==> src/sv/spd_pkg.sv <==
`timescale 1ns / 1ps
`default_nettype none
// spd_pkg: shared constants, types and widths for the sensor packet deframer
// no dependencies; imported by the deframer top level and its checker

package spd_pkg;

  // packet layout
  localparam int unsigned PACKET_BYTES      = 8;
  localparam int unsigned MAX_FRAME_SAMPLES = 1024;

  // counter widths
  localparam int unsigned BYTE_CNT_W = 4;
  localparam int unsigned SUM_W      = 11;
  localparam int unsigned SAMPLE_W   = $clog2(MAX_FRAME_SAMPLES + 1);

  // field widths
  localparam int unsigned BYTE_W     = 8;
  localparam int unsigned VALUE_W    = 16;
  localparam int unsigned KIND_W     = 3;
  localparam int unsigned FSAMPLES_W = 11;

  // stream widths
  localparam int unsigned IN_TDATA_W  = 8;
  localparam int unsigned OUT_FIELD_W = BYTE_W + 2 * VALUE_W + FSAMPLES_W;
  localparam int unsigned OUT_TDATA_W = ((OUT_FIELD_W + 7) / 8) * 8;
  localparam int unsigned OUT_TUSER_W = KIND_W;

  // checksum modulus
  localparam logic [8:0] CSUM_MOD = 9'd255;

  // packet byte positions
  localparam logic [BYTE_CNT_W-1:0] POS_CMD   = 4'd1;
  localparam logic [BYTE_CNT_W-1:0] POS_XH    = 4'd2;
  localparam logic [BYTE_CNT_W-1:0] POS_XL    = 4'd3;
  localparam logic [BYTE_CNT_W-1:0] POS_YH    = 4'd4;
  localparam logic [BYTE_CNT_W-1:0] POS_YL    = 4'd5;
  localparam logic [BYTE_CNT_W-1:0] POS_FLAGS = 4'd6;
  localparam logic [BYTE_CNT_W-1:0] POS_CSUM  = BYTE_CNT_W'(PACKET_BYTES - 1);
  localparam logic [BYTE_CNT_W-1:0] POS_LAST  = BYTE_CNT_W'(PACKET_BYTES);

  // zero flag bits
  localparam int unsigned FLAG_XL = 0;
  localparam int unsigned FLAG_XH = 1;
  localparam int unsigned FLAG_YL = 2;
  localparam int unsigned FLAG_YH = 3;

  // command codes
  localparam logic [BYTE_W-1:0] CMD_SAMPLE      = 8'd1;
  localparam logic [BYTE_W-1:0] CMD_FRAME_START = 8'd2;
  localparam logic [BYTE_W-1:0] CMD_FRAME_END   = 8'd3;
  localparam logic [BYTE_W-1:0] CMD_POWER       = 8'd20;

  // event classification
  typedef enum logic [KIND_W-1:0] {
    KIND_SAMPLE      = 3'd0,
    KIND_FRAME_START = 3'd1,
    KIND_FRAME_END   = 3'd2,
    KIND_POWER       = 3'd3,
    KIND_OTHER       = 3'd4
  } event_kind_e;

endpackage

`default_nettype wire

==> src/sv/sensor_packet_deframer_top.sv <==
`timescale 1ns / 1ps
`default_nettype none
// sensor_packet_deframer_top: byte stream in, decoded eight-byte packets out
// depends on spd_pkg

// The block takes one link byte per cycle on the slave stream and emits one
// decoded packet on the master stream for every eight-byte packet whose
// checksum matches; bad packets produce nothing. A zero byte always restarts
// a packet. Each byte is handled in the cycle it is accepted: the running sum,
// byte position and held fields update at once, and a packet that closes with
// a good checksum is loaded straight into the output register, so the result
// shows on the master side the cycle after its checksum byte is accepted.
// One byte is taken every cycle; input ready drops only when the checksum byte
// of a packet is due while the previous packet still sits in the output
// register and the downstream side is not ready.

module sensor_packet_deframer_top (
  input  wire logic                            clk_i,
  input  wire logic                            rst_ni,
  // request in
  input  wire logic                            s_axis_tvalid,
  output logic                                 s_axis_tready,
  input  wire logic [spd_pkg::IN_TDATA_W-1:0]  s_axis_tdata,   // [7:0] rx_byte
  // request out
  output logic                                 m_axis_tvalid,
  input  wire logic                            m_axis_tready,
  // [7:0] command_code, [23:8] x_value, [39:24] y_value,
  // [50:40] frame_samples, [55:51] zero
  output logic [spd_pkg::OUT_TDATA_W-1:0]      m_axis_tdata,
  output logic [spd_pkg::OUT_TUSER_W-1:0]      m_axis_tuser    // [2:0] event_kind
);

  import spd_pkg::*;

  // control state
  logic [BYTE_CNT_W-1:0] byte_count_q, byte_count_d;
  logic [SUM_W-1:0]      running_sum_q, running_sum_d;
  logic [SAMPLE_W-1:0]   sample_counter_q, sample_counter_d;
  logic                  out_valid_q, out_valid_d;

  // held packet bytes
  logic [BYTE_W-1:0] held_cmd_q;
  logic [BYTE_W-1:0] held_xh_q, held_xl_q, held_yh_q, held_yl_q;
  logic [BYTE_W-1:0] held_flags_q;

  // output payload
  logic [BYTE_W-1:0]     out_cmd_q;
  logic [VALUE_W-1:0]    out_x_q, out_x_d;
  logic [VALUE_W-1:0]    out_y_q, out_y_d;
  event_kind_e           out_kind_q, kind_d;
  logic [FSAMPLES_W-1:0] out_samples_q, out_samples_d;

  logic [BYTE_W-1:0]     rx_byte;
  logic                  in_accept;
  logic                  is_zero;
  logic [BYTE_CNT_W-1:0] pos;
  logic [SUM_W-1:0]      sum_eff;
  logic [8:0]            fold_sum;
  logic [BYTE_W-1:0]     csum_mod;
  logic                  pkt_ok;
  logic [SAMPLE_W+FSAMPLES_W-1:0] samples_ext;

  assign rx_byte   = s_axis_tdata[BYTE_W-1:0];
  // only the checksum byte has to wait for a free output register
  assign s_axis_tready = !out_valid_q || m_axis_tready || (byte_count_q != POS_CSUM);
  assign in_accept = s_axis_tvalid && s_axis_tready;

  // a zero byte restarts the packet at position zero
  assign is_zero = (rx_byte == '0);
  assign pos     = is_zero ? '0 : byte_count_q;
  assign sum_eff = is_zero ? '0 : running_sum_q;

  // sum mod 255: fold the high bits onto the low byte, then one correction
  assign fold_sum = {6'd0, running_sum_q[SUM_W-1:BYTE_W]} + {1'b0, running_sum_q[BYTE_W-1:0]};
  always_comb begin
    if (fold_sum >= CSUM_MOD) begin
      csum_mod = BYTE_W'(fold_sum - CSUM_MOD);
    end else begin
      csum_mod = fold_sum[BYTE_W-1:0];
    end
  end

  assign pkt_ok = in_accept && (pos == POS_CSUM) && (csum_mod == rx_byte);

  // position and running sum
  always_comb begin
    byte_count_d  = byte_count_q;
    running_sum_d = running_sum_q;
    if (in_accept) begin
      if (pos <= POS_LAST) begin
        byte_count_d = pos + 1'b1;
      end else begin
        byte_count_d = pos;
      end
      if (pos < POS_CSUM) begin
        running_sum_d = sum_eff + {3'd0, rx_byte};
      end else begin
        running_sum_d = sum_eff;
      end
    end
  end

  // zero flags clear the marked bytes
  always_comb begin
    out_x_d = {held_flags_q[FLAG_XH] ? 8'd0 : held_xh_q,
               held_flags_q[FLAG_XL] ? 8'd0 : held_xl_q};
    out_y_d = {held_flags_q[FLAG_YH] ? 8'd0 : held_yh_q,
               held_flags_q[FLAG_YL] ? 8'd0 : held_yl_q};
  end

  // command classification and per-frame sample count
  always_comb begin
    sample_counter_d = sample_counter_q;
    case (held_cmd_q)
      CMD_SAMPLE: begin
        kind_d = KIND_SAMPLE;
        if (sample_counter_q < SAMPLE_W'(MAX_FRAME_SAMPLES)) begin
          sample_counter_d = sample_counter_q + 1'b1;
        end
      end
      CMD_FRAME_START: begin
        kind_d           = KIND_FRAME_START;
        sample_counter_d = '0;
      end
      CMD_FRAME_END: kind_d = KIND_FRAME_END;
      CMD_POWER:     kind_d = KIND_POWER;
      default:       kind_d = KIND_OTHER;
    endcase
  end

  assign samples_ext   = {{FSAMPLES_W{1'b0}}, sample_counter_d};
  assign out_samples_d = samples_ext[FSAMPLES_W-1:0];

  // output handshake
  always_comb begin
    out_valid_d = out_valid_q;
    if (pkt_ok) begin
      out_valid_d = 1'b1;
    end else if (m_axis_tready) begin
      out_valid_d = 1'b0;
    end
  end

  // control registers
  always_ff @(posedge clk_i or negedge rst_ni) begin
    if (!rst_ni) begin
      byte_count_q     <= '0;
      running_sum_q    <= '0;
      sample_counter_q <= '0;
      out_valid_q      <= 1'b0;
    end else begin
      byte_count_q  <= byte_count_d;
      running_sum_q <= running_sum_d;
      out_valid_q   <= out_valid_d;
      if (pkt_ok) begin
        sample_counter_q <= sample_counter_d;
      end
    end
  end

  // held packet bytes, written as they arrive
  always_ff @(posedge clk_i) begin
    if (in_accept) begin
      case (pos)
        POS_CMD:   held_cmd_q   <= rx_byte;
        POS_XH:    held_xh_q    <= rx_byte;
        POS_XL:    held_xl_q    <= rx_byte;
        POS_YH:    held_yh_q    <= rx_byte;
        POS_YL:    held_yl_q    <= rx_byte;
        POS_FLAGS: held_flags_q <= rx_byte;
        default: ;
      endcase
    end
  end

  // result register
  always_ff @(posedge clk_i) begin
    if (pkt_ok) begin
      out_cmd_q     <= held_cmd_q;
      out_x_q       <= out_x_d;
      out_y_q       <= out_y_d;
      out_kind_q    <= kind_d;
      out_samples_q <= out_samples_d;
    end
  end

  assign m_axis_tvalid = out_valid_q;
  assign m_axis_tdata  = OUT_TDATA_W'({out_samples_q, out_y_q, out_x_q, out_cmd_q});
  assign m_axis_tuser  = out_kind_q;

endmodule

`default_nettype wire

==> config.mk <==
export PLATFORM = sky130hd
export DESIGN_NAME = sensor_packet_deframer_top
export DESIGN_NICKNAME = d
export VERILOG_FILES = /design/src/sv/spd_pkg.sv /design/src/sv/sensor_packet_deframer_top.sv
export SDC_FILE = /design/constraint.sdc
export NUM_CORES = 1
export LEC_CHECK = 0
export ABC_AREA = 1
export BUFFER_PORTS_ARGS = -buffer_cell sky130_fd_sc_hd__buf_4
export CORE_MARGIN = 2
export CORE_UTILIZATION = 58
export CTS_BUF_LIST = sky130_fd_sc_hd__clkbuf_8 sky130_fd_sc_hd__clkbuf_16
export DETAILED_ROUTE_END_ITERATION = 10
export GPL_ROUTABILITY_DRIVEN = 1
export PLACE_DENSITY = 0.78
export RECOVER_POWER = 25
export SLEW_MARGIN = 25
export SYNTH_ARGS = -nofsm -noshare
export SYNTH_HDL_FRONTEND = slang
export SYNTH_SLANG_ARGS = --single-unit
==> constraint.sdc <==
create_clock -name clk_i -period 4.26 [get_ports clk_i]
set_input_delay 0.213 -clock clk_i [delete_from_list [all_inputs] [get_ports clk_i]]
set_output_delay 0.213 -clock clk_i [all_outputs]
set_load 0.01 [all_outputs]
## Word level (Yosys, flattened, before mapping)

Cells that the tools add are included.

| operators by class | value |
|---|---|
| mux-type cells | 10 |
| reduce and logical (&&, ||, !) cells | 14 |
| order comparisons | 4 |
| add/subtract/negate cells | 5 |
| equal/unequal tests | 13 |

Operators with widths:

| cell | count |
|---|---|
| 11-bit 2-to-1 mux | 3 |
| 11-bit one-hot mux with 2 select lines | 1 |
| 4-bit by 3-bit == test with 1-bit output (second input constant) | 4 |
| 8-bit by 2-bit == test with 1-bit output (second input constant) | 2 |
| 3-bit one-hot mux with 4 select lines | 1 |
| 2-bit AND reduction | 6 |
| 11-bit by 1-bit adder with 11-bit output (second input constant) | 1 |
| 11-bit by 8-bit adder with 11-bit output | 1 |
| 11-bit < comparator (second input constant) | 1 |
| 3-bit by 8-bit adder with 9-bit output | 1 |
| 9-bit by 8-bit >= comparator with 1-bit output (second input constant) | 1 |
| 4-bit by 2-bit == test with 1-bit output (second input constant) | 2 |
| 8-bit by 1-bit == test with 1-bit output (second input constant) | 1 |
| 8-bit by 5-bit == test with 1-bit output (second input constant) | 1 |
| 8-bit == test | 1 |
| 8-bit logical NOT | 1 |
| 4-bit 2-to-1 mux | 2 |
| 8-bit 2-to-1 mux | 1 |
| 8-bit subtractor (second input constant) | 1 |
| 4-bit by 1-bit adder with 4-bit output (second input constant) | 1 |
| 4-bit by 1-bit == test with 1-bit output (second input constant) | 1 |
| 4-bit <= comparator (second input constant) | 1 |
| 4-bit by 3-bit < comparator with 1-bit output (second input constant) | 1 |
| 4-bit by 3-bit != test with 1-bit output (second input constant) | 1 |
| 5 further kinds | 9 |

| word-level totals | value |
|---|---|
| output and inout bits | 61 |
| logic and storage cells | 63 |
| register bits after elaboration | 125 |
| input port bits | 12 |

## Logic depth before layout (Yosys ltp)

Gate-level depths: netlist (run 1).

| logic depth | value |
|---|---|
| depth after elaboration | 7 |
| gate-level depth with buffers | 20 |
| gate-level depth less buffers | 19 |

## Least setup slack after synthesis (run 1)

No wires, ideal clock.

| path | value |
|---|---|
| kind | reg2reg |
| start | register running_sum_q[0] |
| end | register out_kind_q[0], in the netlist m_axis_tuser[0] (enable) |
| stages on the path, launching flop included | 18 |
| slack | 0.965 ns |
| required time | 3.876 ns |
| library setup time | 0.384 ns |
| clock period less this slack | 3.295 ns |
| buffers on the path | 1 |
| arrival time | 2.911 ns |
| path through | dfrtp_1 ha_1 inv_1 fa_1 inv_1 nand2_1 nor2_4 nand3_1 nor2_2 nand3_4 nand3_4 nand2_2 nand2_1 nand2_1 nor2_4 nand4_4 buf_6 inv_2 |

| between the ends | value |
|---|---|
| word-level cells in the longest chain between the ends | 5 |
| elaborated cells between the ends (all ways) | 6 |
| classes of those cells | add/sub: 2; order compare: 1; eq/ne: 1; mux: 1; reduce/logical: 1 |

RTL lines:

| item | line | text |
|---|---|---|
| from (decl) | sensor_packet_deframer_top.sv:37 | `logic [SUM_W-1:0] running_sum_q, running_sum_d;` |
| from (signal assigned) | sensor_packet_deframer_top.sv:153 | `running_sum_q <= running_sum_d;` |
| 3-bit by 8-bit adder with 9-bit output (*) | sensor_packet_deframer_top.sv:74 | `assign fold_sum = {6'd0, running_sum_q[SUM_W-1:BYTE_W]} + {1'b0, running_sum_q[BYTE_W-1:0]};` |
| 8-bit subtractor or 9-bit by 8-bit >= comparator with 1-bit output (tied branches) | sensor_packet_deframer_top.sv:77, sensor_packet_deframer_top.sv:76 |  |
| 8-bit 2-to-1 mux (*) | sensor_packet_deframer_top.sv:76 | `if (fold_sum >= CSUM_MOD) begin` |
| 8-bit == test (*) | sensor_packet_deframer_top.sv:83 | `assign pkt_ok = in_accept && (pos == POS_CSUM) && (csum_mod == rx_byte);` |
| 1-bit logical AND (*) | sensor_packet_deframer_top.sv:83 |  |
| to (signal assigned) | sensor_packet_deframer_top.sv:182 | `out_kind_q <= kind_d;` |
| to (decl) | sensor_packet_deframer_top.sv:50 | `event_kind_e out_kind_q, kind_d;` |

Mark *: on every way between the ends. The rest lies on a longest branch, timed or not.
A chain may end at the register's enable or synchronous reset.

## Final worst setup path (run 1)

| path | value |
|---|---|
| start | register running_sum_q[8] |
| end | register out_y_q[7] (enable) |

| between the ends | value |
|---|---|
| word-level cells in the longest chain between the ends | 5 |
| elaborated cells between the ends (all ways) | 6 |
| classes of those cells | add/sub: 2; order compare: 1; eq/ne: 1; mux: 1; reduce/logical: 1 |

RTL lines:

| item | line | text |
|---|---|---|
| 3-bit by 8-bit adder with 9-bit output (*) | sensor_packet_deframer_top.sv:74 |  |
| 8-bit subtractor or 9-bit by 8-bit >= comparator with 1-bit output (tied branches) | sensor_packet_deframer_top.sv:77, sensor_packet_deframer_top.sv:76 |  |
| 8-bit 2-to-1 mux (*) | sensor_packet_deframer_top.sv:76 |  |
| 8-bit == test (*) | sensor_packet_deframer_top.sv:83 |  |
| 1-bit logical AND (*) | sensor_packet_deframer_top.sv:83 |  |
| to (signal assigned) | sensor_packet_deframer_top.sv:181 | `out_y_q <= out_y_d;` |
| to (decl) | sensor_packet_deframer_top.sv:49 | `logic [VALUE_W-1:0] out_y_q, out_y_d;` |

Marks and branches as above.

==> results.cfg, run 1 <==
[outcome]
status = complete, but fails checks
violations = capacitance limit, slew limit

[cts]
clock-root-buffer = clkbuf_8
clock_path_buffers = 2
clkTransAtPathRegs_ps = 60
cts_setup_buffers = 0
cts_resized = 0
htree_levels = 4
clk_latency_ps = 520
cts_buffers = 17
cts_sinks = 125
cts_tree = done
hold_buffers = 10

[die]
dieArea_um2 = 11200
die_w_um = 106
rows = 37
io_pins = 73
initial_core_util_pct = 59.0
die_y_um = 106
core_area_um2 = 10200

[worst_setup_path]
r2r_cells = 17
rrSetupSlack_ps = 900
path_cells = ha_1 -> inv_1 -> fa_1 -> inv_1 -> nand2_1 -> nor2_4 -> nand3_1 -> nor2_2 -> nand3_4 -> nand3_4 -> nand2_2 -> nand2_1 -> nand2_1 -> nand2_2 -> nand4_4 -> inv_2 -> buf_12
slowest_stage = dfrtp_1
critPathMaxFanout = 54
timing.rr.end = out_y_q[7]$_SDFFCE_PP0P_
cp.depth = 17
cp_common_cell = nand2_1
crit_arrival_ps = 3570
critPathLaunch = running_sum_q[8]$_DFFE_PN0P_
critPathCaptureType = flop
start_kind = flop
cpLargestDelayFamily = simple AND/OR/NAND/NOR gates
critical_path_required_ps = 4460
worstSetupPathType = reg2reg
slowest_delay_ps = 400
path_buf_inv = 4
crit_end = out_y_q[7]$_SDFFCE_PP0P_
r2r-start = running_sum_q[8]$_DFFE_PN0P_

[synthesis]
ys.flop_type = edfxtp_1
ys_warn_count = 0
synth_top_family_by_area = simple AND/OR/NAND/NOR gates
synth_top_area_share_pct = 49.0
synth_edf_count = 98
synth_area_um2 = 6010
yosys.area.top_type = edfxtp_1
synth_seq_cells = 125
synthAdderAreaFrac_pct = 3.79
synthMuxAreaShare_pct = 0
synthXorXnorAreaFrac_pct = 2.33
synthCells = 590
synthSimpleGateAreaFrac_pct = 20.4
seq_area_frac_synth_pct = 60.2
synth_compound_area_share_pct = 5.10
syn_avg_cell_area_um2 = 10.2
yosys-top-cells-area = edfxtp_1, dfrtp_1, inv_1, nand2_1, nor2_1
synth_cell_types = 37
synthArstFlopShare_pct = 21.6

[timing]
period_share_pct = 79.0
drv_slew = 28
tns_ps = 0
finClkSkew_ps = 5.76
hold_viol = 0
tightest_slew_ps = 1540
setup-violations-final = 0
slew_headroom_pct = -2.48
rsz0062_at_grt = false
fmaxAchievable_mhz = 297
finalCriticalPeriod_ps = 3360

[grt]
grt_pass1_vias = 4312
grtUsageTotal_pct = 23.8
met3_usage_pct = 8.23
met1_usage_pct = 29.4
antenna_found_initial = 0
grt_max_degree = 55
grt_overflow = 0
grt_pass1_wl_mm = 20.3
grt_busiest_layer = met2
use_met2_pct = 38.7

[pwr]
p_per_area_nw_per_um2 = 606
peakVddDrop_mv = 0.515
p_leak_nw = 3.28
fin_total_pwr_mw = 4.43

[cells_and_area]
nFillCells = 750
area_growth_pct = 21.7
fin_cells = 825
drive_gt1_share_pct = 17.9
regArea_um2 = 3620
multi_input_area_um2 = 1920
layout_common_cells = inv_1, nand2_1, edfxtp_1
nNetsFinal = 705
n_antenna_cell = 0
final_util_pct = 71.8

[detailed_routing]
antenna_left = 0
num_vias = 4297
drc = 0
dr.pass1.iters = 7
drtIter0Drc = 251
drt-total-wl_mm = 12.2
vias_per_cell = 5.21
wire_per_inst_um = 14.7

[worst_hold_path]
hold_path_class = in2reg

[job]
maxCapViolations = 1

[placed_design]
io_buffers = 67
gp_congestion = 0.910
dp_hpwl_mm = 8.22
placedCellCount = 783
[layout make-up]
| type | instances | area share, % |
|---|---|---|
| Clock buffer | 17 | 5.66 |
| Clock inverter | 15 | 2.67 |
| Inverter | 102 | 5.23 |
| Multi-Input combinational cell | 349 | 26.3 |
| Sequential cell | 125 | 49.5 |
| Tap cell | 136 | 2.33 |
| Timing Repair Buffer | 81 | 8.36 |
[logic make-up (layout without fill, tap and decap cells)]
family,Yosys count,count (layout)
AOI/OAI and AO/OA,53,53
xor gates and xnor gates,16,16
adders and majority gates,17,17
buffers and inverters,120,215
DFF,125,125
other,1,5
and+or+nand+nor,258,258
[synth_stat cells, types with 2 or more instances]
cell type  instances
nor2_2             3
nor2_4             3
nor4_1             2
o211ai_1           5
inv_1             98
inv_2              4
ha_1              15
o32ai_1            2
nand2_1           98
nor3_1             8
nand4_1           20
nand2_4            2
o21bai_1           2
a21oi_1           10
nand3_4            3
o22ai_1            4
xor2_1            11
xnor2_1            5
clkbuf_1           7
nand2_2           10
buf_2              4
nor2_1            82
a211oi_1           2
nand3_1           22
dfrtp_1           27
nand3_2            3
o21ai_0           25
buf_6              2
buf_4              5
fa_1               2
edfxtp_1          98
[metrics by stage]
| step | area, µm² | setup slack [ps] | hold WS [ps] |
|---|---|---|---|
| floorplan | 6030 | 965 | -82.6 |
| global placement | 6640 | 1070 | 144 |
| detailed placement | 6640 | 938 | 153 |
| CTS | 7340 | 923 | 151 |
| global route | 7320 | 560 | 289 |
| finish | 7320 | 895 | 280 |
[where the power goes]
group	leakage, nW	total [mW]	switching (mW)	internal (mW)
logic	1.72	1.44	0.956	0.483
clock network	0.289	1.46	0.517	0.946
registers	1.26	1.53	0.0843	1.45
total	3.28	4.43	1.56	2.87
[sequential cells by signal (all words and copies together) (netlist names), 8 cells and up]
register,flops
out_x_q,16
out_cmd_q,8
sample_counter_q,11
held_xh_q,8
held_xl_q,8
held_yl_q,8
running_sum_q,11
out_y_q,16
held_yh_q,8
out_samples_q,11
held_cmd_q,8
[worst min path at each step]
stage / from / endpoint / slack (ps) / cells past startpoint
floorplan: rst_ni / byte_count_q[0]$_DFFE_PN0P_ / -80 / 0
global placement: rst_ni / m_axis_tvalid$_DFFE_PN0P_ / 140 / 1
detailed placement: rst_ni / m_axis_tvalid$_DFFE_PN0P_ / 150 / 1
CTS: rst_ni / sample_counter_q[10]$_DFFE_PN0P_ / 150 / 2
global route: s_axis_tvalid / running_sum_q[5]$_DFFE_PN0P_ / 290 / 3
finish: s_axis_tvalid / running_sum_q[5]$_DFFE_PN0P_ / 280 / 3
[layer usage]
metal  wire length, µm  vias up
met3               957       37
li1                  -     2113
met2              5940      167
met1              4870     1980
met5                 0        -
met4               389        0
[worst register-to-register path: stages (launching register included)]
cell     delay (ps)
dfrtp_1         400
ha_1            220
inv_1            80
fa_1            400
inv_1           110
nand2_1         100
nor2_4          150
nand3_1         120
nor2_2          140
nand3_4         120
nand3_4         130
nand2_2          70
nand2_1          50
nand2_1          60
nand2_2         220
nand4_4         240
inv_2           130
buf_12          260
Power figures use the tool's default switching activity.
==> run 2: changes to the inputs <==
ABC_AREA = 0   (was 1)
clock period = 3.2 ns   (was 4.26 ns; I/O delays follow)
==> run 2 against run 1 <==
  * Fmax grew 2.6%
  * Register-to-register slack lost 970 ps
  * Combinational power up 40%
  * The run ends with setup timing left
  * Synthesized cell count down 22%
  * Sequential power is 30% higher
  * Clock skew is 5.5 ps higher
  * Cell area grew 4.4%
==> results.cfg, run 2 <==
[synthesis]
ys_warn_count = 0
synth_cell_types = 77
synthCells = 463
synth_edf_count = 98
syn_avg_cell_area_um2 = 13.0
synth_seq_cells = 125
yosysMostFrequentCell = edfxtp_1
synth_top_area_share_pct = 49.0
yosys.area.top_type = edfxtp_1
synthArstFlopShare_pct = 21.6
synth_area_um2 = 6010
seq_area_frac_synth_pct = 60.2
yosys-top-cells-count = edfxtp_1, nor2b_1, nand2_1, dfrtp_1, o21ai_0
ys.flop_type = edfxtp_1
yosys-top-cells-area = edfxtp_1, dfrtp_1, nor2b_1, ha_1, mux2_4

[detailed_routing]
num_vias = 4155
drt-total-wl_mm = 12.8
wire_per_inst_um = 17.5
dr.pass1.iters = 5
vias_per_cell = 5.68
drtIter0Drc = 255
drc = 0
antenna_left = 0

[timing]
slew_headroom_pct = 62.7
layout_setup_ws_ps = -78.6
fmaxAchievable_mhz = 305
drv_slew = 0
finClkSkew_ps = 11.3
rsz0062_at_grt = true
tns_ps = -3240
period_share_pct = 102
tightest_slew_ps = 559
hold_viol = 0
setup-violations-final = 54
finalCriticalPeriod_ps = 3280
timing.hold.ws_ps = 65.6

[placed_design]
place_area_um2 = 6910
io_buffers = 67
gp_congestion = 0.910
dp_slack_ps = -101
dp_hpwl_mm = 8.30

[pwr]
peakVddDrop_mv = 0.427
p_per_area_nw_per_um2 = 766
fin_total_pwr_mw = 5.84
p_leak_nw = 2.99

[die]
core_area_um2 = 10200
die_w_um = 106
die_y_um = 106
rows = 37
dieArea_um2 = 11200
io_pins = 73
initial_core_util_pct = 59.0

[cells_and_area]
n_antenna_cell = 0
drive_gt1_share_pct = 31.4
final_area_um2 = 7630
reg.largest.list = out_x_q (16), out_y_q (16)
nFillCells = 662
layout_common_cells = buf_4, edfxtp_1, nor2b_1
area_growth_pct = 27.0
layout_commonest_cell = buf_4
nNetsFinal = 611

[worst_setup_path]
critical_path_required_ps = 3420
worstSetupPathType = reg2reg
critPathMaxFanout = 8
crit_arrival_ps = 3500
critPathCaptureType = flop
start_kind = flop

[outcome]
status = complete, but fails checks
violations = setup timing

[cts]
clk_latency_ps = 510
clkTransAtPathRegs_ps = 60
htree_levels = 4
cts_sinks = 125
clock_path_buffers = 2
cts_buffers = 17
cts_tree = done
clock-root-buffer = clkbuf_8

[grt]
grt_pass1_vias = 3899
antenna_found_initial = 0
grt_max_degree = 31
grtUsageTotal_pct = 22.7
grt_overflow = 0
grt_pass1_wl_mm = 19.4

[job]
maxCapViolations = 0

[worst_hold_path]
hold_path_class = in2reg
-- run 2: changes by cell type in the layout (fill, tap and decap cells not counted), moves of 11 or more --
cell	change
nand2_1	-65
nand4_1	-17
buf_4	+40
and2_1	+11
nor2_1	-62
inv_1	-81
nor2b_1	+35
-- run 2: worst paths after layout --
check	from	end	slack, ps	cells after the start
hold reg to reg	held_cmd_q[5]$_DFFE_PP_	out_cmd_q[5]$_DFFE_PP_	470	0
max in group asynchronous	rst_ni	running_sum_q[5]$_DFFE_PN0P_	2810	2
setup / recovery	running_sum_q[0]$_DFFE_PN0P_	out_x_q[1]$_SDFFCE_PP0P_	-80	12
hold / removal	s_axis_tdata[7]	held_yl_q[7]$_DFFE_PP_	70	2
setup reg to reg	running_sum_q[0]$_DFFE_PN0P_	out_x_q[1]$_SDFFCE_PP0P_	-80	12
min in group asynchronous	rst_ni	sample_counter_q[3]$_DFFE_PN0P_	100	2
-- run 2: cells by family (layout without fill, tap and decap cells) --
group | count (synthesis) | after routing | share of synthesized area (%)
simple gates | 155 | 155 | 15.0
flops | 125 | 125 | 60.2
compound gates | 97 | 97 | 11.9
buf+inv | 37 | 165 | 3.06
fa+ha+maj | 18 | 18 | 3.96
mux | 17 | 17 | 3.69
xor+xnor | 13 | 13 | 2.12
other cells | 1 | 5 | 0.0624
-- run 2: stage by stage --
stage,instances,util [%]
2_1_floorplan,467,-
3_3_place_gp,687,67.8
3_5_place_dp,687,67.8
4_1_cts,723,73.8
5_1_grt,731,75.0
6_report,731,75.0
-- run 2: per-layer routing --
layer	GRT usage, %	share of wire [%]	vias up
met5	0	0	-
met4	9.40	2.2	0
met3	4.14	5.3	26
met2	38.3	51	163
met1	29.0	41	2004
li1	-	-	1962
-- run 2: area by class of cell --
| cell class | instances | area, µm² | share of cell area (%) |
|---|---|---|---|
| clock buffers | 18 | 428 | 5.60 |
| clock inverters | 14 | 149 | 1.95 |
| inverters | 19 | 71.3 | 0.934 |
| multi-input cells | 305 | 2260 | 29.6 |
| flip-flops and latches | 125 | 3620 | 47.4 |
| well taps | 136 | 170 | 2.23 |
| repair buffers | 114 | 936 | 12.3 |
-- run 2: what timing repair did --
| item | in CTS | in global routing |
|---|---|---|
| setup buffers | 1 | 4 |
| setup endpoints to repair | 64 | 65 |
| gates cloned | 0 | 4 |
| gates resized for setup | 0 | 6 |
| pin swaps | 1 | 5 |
| hold buffers | 3 | 0 |
| endpoints found under the hold margin | 30 | 0 |
-- run 2: power breakdown --
group          leakage (nW)  switching [mW]  internal, mW
Combinational          1.50            1.06         0.957
Sequential             1.21           0.121          1.87
Clock                 0.273           0.761          1.08
Total                  2.99            1.94          3.91
-- run 2: worst max-delay path, stage by stage, from the launching register on --
cell and delay (ps):
dfrtp_1 380, ha_2 200, inv_2 40, fa_2 530, inv_2 40, ha_4 170, or4_1 500, mux2i_1 180
a41oi_1 90, o211ai_1 190, buf_4 160, and3_4 310, clkbuf_16 200
==> run 3: changes to the inputs <==
CORE_UTILIZATION = 30   (was 58)
PLACE_DENSITY = 0.45   (was 0.78)
==> run 3 against run 2 <==
  * The run ends with capacitance limit, slew limit left
  * Non-clock buffer count shrank 3
  * Critical path type unchanged
  * Cell area grew 1.6%
  * Global-route usage shrank 9.3 points
  * Register-to-register slack gained 110 ps
  * Clock power grew 3%
  * Setup slack gained 110 ps
  * Power grew 0.23%
  * Sequential power is essentially flat
  * Hold slack lost 18 ps
==> results.cfg, run 3 (synthesis results as in run 2) <==
[outcome]
status = complete, but fails checks
violations = capacitance limit, slew limit

[worst_setup_path]
worstSetupPathType = reg2reg
crit_end = out_samples_q[1]$_DFFE_PP_
start_kind = flop
crit_arrival_ps = 3290
r2r_cells = 12
critPathMaxFanout = 22
critPathCaptureType = flop
critical_path_required_ps = 3320
rrSetupSlack_ps = 30
timing.rr.end = out_samples_q[1]$_DFFE_PP_
critPathLaunch = running_sum_q[0]$_DFFE_PN0P_
r2r-start = running_sum_q[0]$_DFFE_PN0P_

[worst_hold_path]
hold_path_class = in2reg
hp-start = s_axis_tvalid

[cells_and_area]
fin_cells = 857
area_growth_pct = 29.1
multi_input_area_um2 = 2270
final_area_um2 = 7760
nFillCells = 1847
reg.largest.list = out_x_q (16), out_y_q (16)
layout_common_cells = edfxtp_1, buf_4, nor2b_1
layout_commonest_cell = edfxtp_1
nNetsFinal = 608
n_antenna_cell = 0
regArea_um2 = 3620
drive_gt1_share_pct = 29.7

[cts]
htree_levels = 4
cts_buffers = 17
clock-root-buffer = clkbuf_16
cts_tree = done
cts_sinks = 125
clk_latency_ps = 420
clkTransAtPathRegs_ps = 60
clock_path_buffers = 2

[placed_design]
place_area_um2 = 7080
placedCellCount = 818
gp_congestion = 0.795
dp_hpwl_mm = 9.77
io_buffers = 67

[timing]
drv_slew = 28
rsz0062_at_grt = true
hold_viol = 0
tightest_slew_ps = 1620
finalCriticalPeriod_ps = 3170
timing.hold.ws_ps = 47.6
slew_headroom_pct = -8.05
finClkSkew_ps = 9.15
setup-violations-final = 0
fmaxAchievable_mhz = 316
period_share_pct = 98.9

[pwr]
p_per_area_nw_per_um2 = 755
switchingPower_mw = 1.85
comb_power_share_pct = 33.7
p_sw_share_pct = 31.7
peakVddDrop_mv = 0.322
fin_total_pwr_mw = 5.86
power.internal_mw = 4.00
p_clk_share_pct = 32.3
pwr-share-seq_pct = 33.9
p_leak_nw = 2.96

[grt]
grt_max_degree = 33
grt_overflow = 0
grt_pass1_vias = 4039
grt_pass1_wl_mm = 22.1
antenna_found_initial = 0
grtUsageTotal_pct = 13.4

[die]
die_w_um = 146
io_pins = 73
core_area_um2 = 19600
rows = 51
dieArea_um2 = 21200
die_y_um = 146
initial_core_util_pct = 30.7

[detailed_routing]
drc = 0
antenna_left = 0
wire_per_inst_um = 16.3
dr.pass1.iters = 4
drtIter0Drc = 200
num_vias = 4001
drt-total-wl_mm = 14.0
vias_per_cell = 4.67

[job]
maxCapViolations = 1
-- run 3: cell types whose count changed in the layout (fill, tap and decap cells not counted), sizes merged --
cell	delta
clkinv	+2
buf	-12
inv	-5
bufinv	+1
clkbuf	+12
dlygate4sd3	-1
-- run 3: worst min-delay path by stage --
stage / to / slack (ps) / cells after the start
3_3_place_gp: sample_counter_q[2]$_DFFE_PN0P_ / 110 / 1
6_report: byte_count_q[0]$_DFFE_PN0P_ / 50 / 3
5_1_grt: byte_count_q[0]$_DFFE_PN0P_ / 90 / 3
3_5_place_dp: sample_counter_q[2]$_DFFE_PN0P_ / 120 / 1
4_1_cts: byte_count_q[0]$_DFFE_PN0P_ / 30 / 3
2_1_floorplan: byte_count_q[0]$_DFFE_PN0P_ / -140 / 0
-- run 3: metrics by stage --
step / setup WS (ps) / TNS, ps / util [%]
2_1_floorplan: -128 / -6910 / -
3_3_place_gp: -43.1 / -43.1 / 36.2
3_5_place_dp: -113 / -2710 / 36.2
4_1_cts: 42.6 / 0 / 39.3
5_1_grt: -70.6 / -3230 / 39.6
6_report: 34.3 / 0 / 39.6
-- run 3: cell type report --
| type | instances | share of cell area, % |
|---|---|---|
| Multi-Input combinational cell | 305 | 29.3 |
| Clock buffer | 20 | 6.02 |
| Inverter | 19 | 0.919 |
| Tap cell | 265 | 4.27 |
| Timing Repair Buffer | 111 | 11.3 |
| Sequential cell | 125 | 46.6 |
| Clock inverter | 12 | 1.56 |
-- run 3: power groups by stage --
| stage | combinational [mW] | clock (mW) | sequential (mW) |
|---|---|---|---|
| 6_report | 1.98 | 1.89 | 1.99 |
| 5_1_grt | 2.20 | 2.00 | 2.00 |
| 4_1_cts | 1.89 | 1.93 | 1.99 |
| 3_5_place_dp | 1.86 | 0 | 2.02 |
| 3_3_place_gp | 1.83 | 0 | 2.02 |
| 2_1_floorplan | 1.37 | 0 | 1.97 |
-- run 3: worst max-delay path, cell delays in order, from the launching register on --
cell and delay [ps]:
dfrtp_1 360, ha_2 190, inv_2 40, fa_2 530, inv_2 40, ha_4 160, or4_4 500, mux2i_1 170
a41oi_1 70, o211ai_1 190, buf_4 160, and3_4 250, buf_12 180
-- run 3: timing repair --
| item | CTS | global route |
|---|---|---|
| hold buffers | 2 | 0 |
| hold endpoints to repair | 28 | 0 |
| endpoints found under the setup margin | 63 | 65 |
| pin swaps | 3 | 3 |
| resized for setup | 0 | 5 |
| gates cloned | 0 | 2 |
| buffers inserted | 1 | 2 |
-- run 3: metal layers --
| layer | share of wire (%) | global-route usage, % |
|---|---|---|
| met5 | 0 | 0 |
| met3 | 4.3 | 3.79 |
| met1 | 47 | 17.3 |
| met4 | 1.4 | 4.61 |
| met2 | 48 | 21.8 |
